--- config.mk ---
export PLATFORM = sky130hd
export DESIGN_NAME = three_class_priority_job_store_unit
export DESIGN_NICKNAME = d
export VERILOG_FILES = /design/src/tcpjs_pkg.sv /design/src/three_class_priority_job_store_unit.sv /design/src/tcpjs_ram.sv /design/src/tcpjs_ctrl.sv /design/src/tcpjs_datapath.sv
export SDC_FILE = /design/constraint.sdc
export NUM_CORES = 1
export LEC_CHECK = 0
export ABC_AREA = 0
export BUFFER_PORTS_ARGS = -buffer_cell sky130_fd_sc_hd__buf_2
export CORE_UTILIZATION = 65
export CTS_BUF_LIST = sky130_fd_sc_hd__clkbuf_2
export CTS_CLUSTER_SIZE = 30
export DETAILED_ROUTE_END_ITERATION = 12
export PLACE_DENSITY_LB_ADDON = 0.15
export SYNTH_ARGS = -nofsm -noshare
export SYNTH_HDL_FRONTEND = slang
export SYNTH_SLANG_ARGS = --single-unit
--- constraint.sdc ---
create_clock -name i_clk -period 5.2 [get_ports i_clk]
set_input_delay 0.52 -clock i_clk [delete_from_list [all_inputs] [get_ports i_clk]]
set_output_delay 0.52 -clock i_clk [all_outputs]
set_load 0.03 [all_outputs]
--- src/tcpjs_pkg.sv ---
// Package of the three-class priority job store: request, class and status
// codes and the command/status structs between controller and datapath.
`default_nettype none
package tcpjs_pkg;

    localparam logic       REQ_PUSH   = 1'b0;
    localparam logic       REQ_POP    = 1'b1;

    localparam logic [1:0] CLASS_HIGH = 2'd0;
    localparam logic [1:0] CLASS_MID  = 2'd1;
    localparam logic [1:0] CLASS_LOW  = 2'd2;
    localparam logic [1:0] CLASS_BAD  = 2'd3;

    localparam logic [2:0] ST_PUSHED  = 3'd0;
    localparam logic [2:0] ST_POPPED  = 3'd1;
    localparam logic [2:0] ST_EMPTY   = 3'd2;
    localparam logic [2:0] ST_FULL    = 3'd3;
    localparam logic [2:0] ST_BAD     = 3'd4;

    typedef struct packed {
        logic load;
        logic exec;
        logic finish;
    } t_dp_cmd;

    typedef struct packed {
        logic need_read;
    } t_dp_stat;

endpackage
`default_nettype wire

--- src/three_class_priority_job_store_unit.sv ---
// Top level of the three-class priority job store.
// Depends on tcpjs_pkg, tcpjs_ctrl and tcpjs_datapath.
//
// Usage:
//   Request channel: drive i_req_type, i_job_class, i_job_number and raise
//   start; the transaction is taken at a clock edge where start is high and
//   busy is low. busy stays high until the result has been registered.
//   Result channel: o_valid is high for exactly one cycle with
//   o_served_job, o_served_class, o_status and o_any_waiting. The receiver
//   cannot stall; the result must be taken in that cycle.
//   A push or a pop that finds every class empty goes from the request
//   register to the result register; a pop that serves a job also passes
//   through the registered read port of its class RAM, as the job comes out.
//   No new transaction is taken before the result has been registered;
//   a new transaction may be taken in the same cycle that the previous
//   result is shown.
//   Reset (i_rst_n low, synchronous) clears the class counts, the state
//   machine and o_valid. RAM contents are not cleared; no clearing pass is
//   needed since entries are read only below the class count.
`default_nettype none
module three_class_priority_job_store_unit #(
    parameter int CLASS_DEPTH = 16
) (
    input  wire logic        i_clk,
    input  wire logic        i_rst_n,
    input  wire logic        start,
    output logic             busy,
    input  wire logic        i_req_type,
    input  wire logic [1:0]  i_job_class,
    input  wire logic [15:0] i_job_number,
    output logic             o_valid,
    output logic      [15:0] o_served_job,
    output logic      [1:0]  o_served_class,
    output logic      [2:0]  o_status,
    output logic             o_any_waiting
);

    tcpjs_pkg::t_dp_cmd  cmd;
    tcpjs_pkg::t_dp_stat stat;

    tcpjs_ctrl u_ctrl (
        .i_clk   (i_clk),
        .i_rst_n (i_rst_n),
        .i_start (start),
        .i_stat  (stat),
        .o_busy  (busy),
        .o_cmd   (cmd)
    );

    tcpjs_datapath #(
        .CLASS_DEPTH (CLASS_DEPTH)
    ) u_dp (
        .i_clk          (i_clk),
        .i_rst_n        (i_rst_n),
        .i_cmd          (cmd),
        .o_stat         (stat),
        .i_req_type     (i_req_type),
        .i_job_class    (i_job_class),
        .i_job_number   (i_job_number),
        .o_valid        (o_valid),
        .o_served_job   (o_served_job),
        .o_served_class (o_served_class),
        .o_status       (o_status),
        .o_any_waiting  (o_any_waiting)
    );

endmodule
`default_nettype wire

--- src/tcpjs_ram.sv ---
// Generic single-write, single-read RAM with registered read data.
// No dependencies.
`default_nettype none
module tcpjs_ram #(
    parameter int WIDTH = 16,
    parameter int DEPTH = 16
) (
    input  wire logic                     i_clk,
    input  wire logic                     i_we,
    input  wire logic [$clog2(DEPTH)-1:0] i_waddr,
    input  wire logic [WIDTH-1:0]         i_wdata,
    input  wire logic [$clog2(DEPTH)-1:0] i_raddr,
    output logic      [WIDTH-1:0]         o_rdata
);

    logic [WIDTH-1:0] r_mem [DEPTH];

    always_ff @(posedge i_clk) begin
        if (i_we) begin
            r_mem[i_waddr] <= i_wdata;
        end
        o_rdata <= r_mem[i_raddr];
    end

endmodule
`default_nettype wire

--- src/tcpjs_ctrl.sv ---
// Controller of the job store: sequences load, execute and finish steps.
// Depends on tcpjs_pkg.
`default_nettype none
module tcpjs_ctrl (
    input  wire logic                i_clk,
    input  wire logic                i_rst_n,
    input  wire logic                i_start,
    input  wire tcpjs_pkg::t_dp_stat i_stat,
    output logic                     o_busy,
    output tcpjs_pkg::t_dp_cmd       o_cmd
);

    localparam logic [1:0] S_IDLE = 2'd0;
    localparam logic [1:0] S_EXEC = 2'd1;
    localparam logic [1:0] S_FIN  = 2'd2;

    logic [1:0] r_state;
    logic [1:0] n_state;

    always_comb begin
        n_state      = r_state;
        o_cmd.load   = 1'b0;
        o_cmd.exec   = 1'b0;
        o_cmd.finish = 1'b0;
        unique case (r_state)
            S_IDLE: begin
                if (i_start) begin
                    o_cmd.load = 1'b1;
                    n_state    = S_EXEC;
                end
            end
            S_EXEC: begin
                o_cmd.exec = 1'b1;
                n_state    = i_stat.need_read ? S_FIN : S_IDLE;
            end
            S_FIN: begin
                o_cmd.finish = 1'b1;
                n_state      = S_IDLE;
            end
            default: begin
                n_state = S_IDLE;
            end
        endcase
    end

    always_ff @(posedge i_clk) begin
        if (!i_rst_n) begin
            r_state <= S_IDLE;
        end else begin
            r_state <= n_state;
        end
    end

    assign o_busy = (r_state != S_IDLE);

endmodule
`default_nettype wire

--- src/tcpjs_datapath.sv ---
// Datapath of the job store: request register, class counts, three class
// RAMs and the result register. Depends on tcpjs_pkg and tcpjs_ram.
`default_nettype none
module tcpjs_datapath #(
    parameter int CLASS_DEPTH = 16
) (
    input  wire logic                i_clk,
    input  wire logic                i_rst_n,
    input  wire tcpjs_pkg::t_dp_cmd  i_cmd,
    output tcpjs_pkg::t_dp_stat      o_stat,
    input  wire logic                i_req_type,
    input  wire logic [1:0]          i_job_class,
    input  wire logic [15:0]         i_job_number,
    output logic                     o_valid,
    output logic      [15:0]         o_served_job,
    output logic      [1:0]          o_served_class,
    output logic      [2:0]          o_status,
    output logic                     o_any_waiting
);

    localparam int AW = $clog2(CLASS_DEPTH);
    localparam int CW = $clog2(CLASS_DEPTH + 1);
    localparam logic [CW-1:0] CNT_FULL = CW'(CLASS_DEPTH);

    logic          r_req;
    logic [1:0]    r_cls;
    logic [15:0]   r_job;
    logic [CW-1:0] r_cnt [3];
    logic [CW-1:0] n_cnt [3];
    logic [1:0]    r_hit;
    logic [1:0]    n_hit;
    logic [2:0]    n_status;
    logic          n_any;
    logic          need_read;
    logic [2:0]    we;
    logic [AW-1:0] addr;
    logic [15:0]   rdata [3];
    logic [15:0]   sel_rdata;
    logic          r_valid;
    logic [15:0]   r_served_job;
    logic [1:0]    r_served_class;
    logic [2:0]    r_status;
    logic          r_any_waiting;

    always_comb begin
        logic          found;
        logic [CW-1:0] dec;
        found     = 1'b0;
        dec       = '0;
        n_cnt     = r_cnt;
        n_hit     = tcpjs_pkg::CLASS_HIGH;
        n_status  = tcpjs_pkg::ST_EMPTY;
        need_read = 1'b0;
        we        = '0;
        addr      = '0;
        if (r_req == tcpjs_pkg::REQ_PUSH) begin
            n_status = tcpjs_pkg::ST_BAD;
            for (int k = 0; k < 3; k++) begin
                if (r_cls == 2'(k)) begin
                    if (r_cnt[k] == CNT_FULL) begin
                        n_status = tcpjs_pkg::ST_FULL;
                    end else begin
                        n_status = tcpjs_pkg::ST_PUSHED;
                        we[k]    = 1'b1;
                        addr     = r_cnt[k][AW-1:0];
                        n_cnt[k] = r_cnt[k] + 1'b1;
                    end
                end
            end
        end else begin
            for (int k = 0; k < 3; k++) begin
                if (!found && r_cnt[k] != '0) begin
                    found     = 1'b1;
                    dec       = r_cnt[k] - 1'b1;
                    n_hit     = 2'(k);
                    addr      = dec[AW-1:0];
                    n_cnt[k]  = dec;
                    n_status  = tcpjs_pkg::ST_POPPED;
                    need_read = 1'b1;
                end
            end
        end
        n_any = (n_cnt[0] != '0) || (n_cnt[1] != '0) || (n_cnt[2] != '0);
    end

    assign o_stat.need_read = need_read;

    for (genvar g = 0; g < 3; g++) begin : g_store
        tcpjs_ram #(
            .WIDTH (16),
            .DEPTH (CLASS_DEPTH)
        ) u_ram (
            .i_clk   (i_clk),
            .i_we    (we[g] & i_cmd.exec),
            .i_waddr (addr),
            .i_wdata (r_job),
            .i_raddr (addr),
            .o_rdata (rdata[g])
        );
    end

    always_comb begin
        unique case (r_hit)
            tcpjs_pkg::CLASS_HIGH: sel_rdata = rdata[0];
            tcpjs_pkg::CLASS_MID:  sel_rdata = rdata[1];
            default:               sel_rdata = rdata[2];
        endcase
    end

    always_ff @(posedge i_clk) begin
        if (!i_rst_n) begin
            r_cnt[0] <= '0;
            r_cnt[1] <= '0;
            r_cnt[2] <= '0;
            r_valid  <= 1'b0;
        end else begin
            if (i_cmd.exec) begin
                r_cnt <= n_cnt;
            end
            r_valid <= (i_cmd.exec & ~need_read) | i_cmd.finish;
        end
    end

    always_ff @(posedge i_clk) begin
        if (i_cmd.load) begin
            r_req <= i_req_type;
            r_cls <= i_job_class;
            r_job <= i_job_number;
        end
        if (i_cmd.exec) begin
            r_hit <= n_hit;
        end
        if (i_cmd.exec && !need_read) begin
            r_served_job   <= '0;
            r_served_class <= tcpjs_pkg::CLASS_HIGH;
            r_status       <= n_status;
            r_any_waiting  <= n_any;
        end else if (i_cmd.finish) begin
            r_served_job   <= sel_rdata;
            r_served_class <= r_hit;
            r_status       <= tcpjs_pkg::ST_POPPED;
            r_any_waiting  <= (r_cnt[0] != '0) || (r_cnt[1] != '0) || (r_cnt[2] != '0);
        end
    end

    assign o_valid        = r_valid;
    assign o_served_job   = r_served_job;
    assign o_served_class = r_served_class;
    assign o_status       = r_status;
    assign o_any_waiting  = r_any_waiting;

endmodule
`default_nettype wire

==> results_dict.tcl <==
set metrics [dict create \
    total_neg_setup_slack_ns 0 \
    gr-total-overflow 0 \
    syn_to_final_growth_pct 10.6 \
    ff_latch_area_um2 25500 \
    crit_required_ns 6.45 \
    final_max_slew_viol_count 0 \
    power.static_leakage_nw 12.8 \
    fillers 3196 \
    post_drt_wl_per_cell_um 27.2 \
    initialDrtViolationCount 2108 \
    synth_top_family_by_area "multiplexers" \
    async_flop_share_pct 0 \
    routed_wirelength_um 77500 \
    max_cap_violations 0 \
    cts_root_buffer "clkbuf_2" \
    initial_utilization_pct 65.8 \
    netSwitchingFraction_pct 27.1 \
    netlist_top_cells_count "edfxtp_1, mux4_2, nand2_1" \
    fraction_of_post_synthesis_cell_area_in_the_top_cell_type_by_area_pct 70.5 \
    first_global_vias 18100 \
    die_x_um 230 \
    place_congestion 0.898 \
    worst_skew_pair.late_latency_ns 1.43 \
    grt_antenna_before_repair 3 \
    critical_path.endpoint_type "flip-flop" \
    synth-adder-area-share_pct 0.334 \
    detailedPlacementHpwl_um 44600 \
    cts_htree_levels 4 \
    internal_power_mw 10.4 \
    holdWs_ns 0.230 \
    multi_input_comb_area_um2 7600 \
    design.portCount 46 \
    start_kind "flip-flop" \
    vdd_ir_drop_max_uv 233 \
    synthMuxAreaShare_pct 13.9 \
    finalCritPeriodShare_pct 85.8 \
    synth_compound_area_share_pct 4.26 \
    largest_net_degree_at_the_start_of_global_routing 74 \
    synth.ff_latch_count 877 \
    synth-edff-count 793 \
    cts_tree "done" \
    synth_ff_type "edfxtp_1" \
    timing.setup.critical_path_class "reg2reg" \
    core_region_area_um2 51300 \
    seq_area_frac_synth_pct 75.5 \
    post_synth_xor_area_fraction_pct 0.208 \
    synth.most_common_cell "edfxtp_1" \
    cts_made_buffers 205 \
    result_of_the_run "complete, no violations" \
    relSlewSlack_pct 10.0 \
    die_height_um 230 \
    fin_hold_viols 0 \
    comb_power_share_pct 12.8 \
    ff2ff_setup_slack_ns 0.74 \
    netlist_instances 1699 \
    numClockSinks 877 \
    cp.arrival_ns 5.71 \
    largest_area_contributor_in_the_netlist "edfxtp_1" \
    globalRouteTotalUtil_pct 30.3 \
    stdcell_count 2846 \
    antenna_left 0 \
    worstMarginPinSlew_ns 1.35 \
    worstPathMaxFanout 39 \
    vias_per_cell 6.33 \
    clk_path_buf_depth 3 \
    wire_length_of_the_first_global_routing_pass_um 114000 \
    yosys-top-cells-area "edfxtp_1, mux4_2, dfxtp_1" \
    fin_total_pwr_mw 14.2 \
    worstHoldPathType "in2reg" \
    count_of_yosys_warnings_during_synthesis 0 \
    core.rowCount 83 \
    post-cts-setup-buffer-count 0 \
    rsz0062_at_grt "false" \
    dp.cells 2419 \
    synthSimpleGateAreaFrac_pct 3.71 \
    power-per-cell-area_nw_per_um2 381 \
    post_route_cells_drive_above_1_share_pct 29.8 \
    fin_skew_ns 0.144 \
    fmax_ghz 0.224 \
    power_frac_seq_pct 56.3 \
    clkPwrFrac_pct 31.0 \
    period_needed_ns 4.46 \
    ys_types 69 \
    placement.io_buffers 45 \
    nNetsFinal 2019 \
    drc_errors 0 \
    power_switching_mw 3.86 \
    dr.pass1.iters 6 \
    cts.clk_slew.worst_paths_ns 0.13 \
    fp.dieArea_um2 52900 \
    synth.cell_area_um2 33800 \
    syn_avg_cell_area_um2 19.9 \
    net_count_of_the_mapped_netlist 1730 \
    num_vias 18000 \
    finalSetupViolCount 0 \
]
==> cells by family (layout without fill, tap and decap cells) <==
family          after synthesis  count (layout)
simple gates                272             272
fa+ha+maj                     9               9
flops                       877             877
compound gates              208             208
xor+xnor                      8               8
mux                         215             215
other cells                   0               6
buf+inv                     110             571
==> registers in the layout, summed over array words and instances, names as in the netlist <==
signal	cells
u_ctrl.r_state	2
u_dp.g_store.u_ram.o_rdata	48
u_dp.g_store.u_ram.r_mem	768
u_dp.o_any_waiting	1
u_dp.o_served_class	2
u_dp.o_served_job	16
u_dp.o_status	3
u_dp.o_valid	1
u_dp.r_cls	2
u_dp.r_cnt	15
u_dp.r_hit	2
u_dp.r_job	16
u_dp.r_req	1
==> power groups by stage <==
stage / registers (mW) / clock network [mW] / logic [mW]
6_report: 8.00 / 4.41 / 1.82
5_1_grt: 8.01 / 4.84 / 1.94
4_1_cts: 8.00 / 4.49 / 1.81
3_5_place_dp: 8.16 / 0 / 1.79
3_3_place_gp: 8.16 / 0 / 1.76
2_1_floorplan: 8.14 / 0 / 1.22
==> cell usage in the layout (no fill, tap or decap), types with 6 or more instances in the layout <==
cell type / count
mux2i_1: 23
and2_1: 8
a211oi_1: 6
ha_1: 9
edfxtp_1: 793
diode_2: 6
clkinv_1: 51
nand2_1: 134
a22oi_1: 98
mux4_2: 159
nand3_1: 6
a21boi_0: 7
dfxtp_1: 84
nor2_1: 64
inv_1: 12
mux4_1: 33
o21ai_0: 31
buf_12: 6
buf_2: 45
clkbuf_2: 314
a21oi_1: 31
buf_4: 85
dlygate4sd3_1: 42
nand2b_1: 9
==> critical path, stage by stage (launching register included) <==
cell and delay [ns]:
dfxtp_1 0.39, inv_1 0.11, ha_1 0.30, nor4b_4 0.51
inv_4 0.11, or4_1 0.54, o2111ai_1 0.15, a22o_4 0.61
buf_12 0.36, mux4_1 0.60, a22oi_1 0.43, nand2_1 0.11
==> worst paths after layout <==
| path | startpoint | end | cells past startpoint |
|---|---|---|---|
| max reg2reg | u_dp.r_cnt[10] | u_dp.g_store[2].u_ram.o_rdata[7] | 11 |
| max | u_dp.r_cnt[10] | u_dp.g_store[2].u_ram.o_rdata[7] | 11 |
| min reg2reg | u_dp.o_served_class[1] | u_dp.o_served_class[1] | 2 |
| min | start | u_dp.r_job[3] | 4 |
==> metrics by stage <==
stage	worst slack, ns	util, %	area (µm²)
2_1_floorplan	1.35	-	33800
3_3_place_gp	0.856	68.2	35000
3_5_place_dp	0.739	68.2	35000
4_1_cts	0.692	72.8	37300
5_1_grt	0.369	72.8	37300
6_report	0.738	72.8	37300
==> layout make-up <==
| class | count | area share, % |
|---|---|---|
| well taps | 680 | 2.28 |
| multi-input cells | 712 | 20.4 |
| flip-flops and latches | 877 | 68.3 |
| diodes | 6 | 0.0402 |
| clock inverters | 65 | 0.915 |
| clock buffers | 314 | 4.21 |
| inverters | 14 | 0.147 |
| repair buffers | 178 | 3.76 |
==> repair_timing <==
action / CTS / global route
gates resized for setup: 0 / 0
endpoints found under the hold margin: 56 / 0
hold buffers: 42 / 0
==> routing by layer <==
layer / global-route usage [%] / routed length (µm) / up-vias
met1: 43.8 / 31300 / 9178
met2: 45.9 / 36600 / 1025
met4: 11.1 / 1820 / 0
met3: 7.14 / 7710 / 130
met5: 0 / 0 / -
li1: - / - / 7691
(Power assumes the default switching activity.)
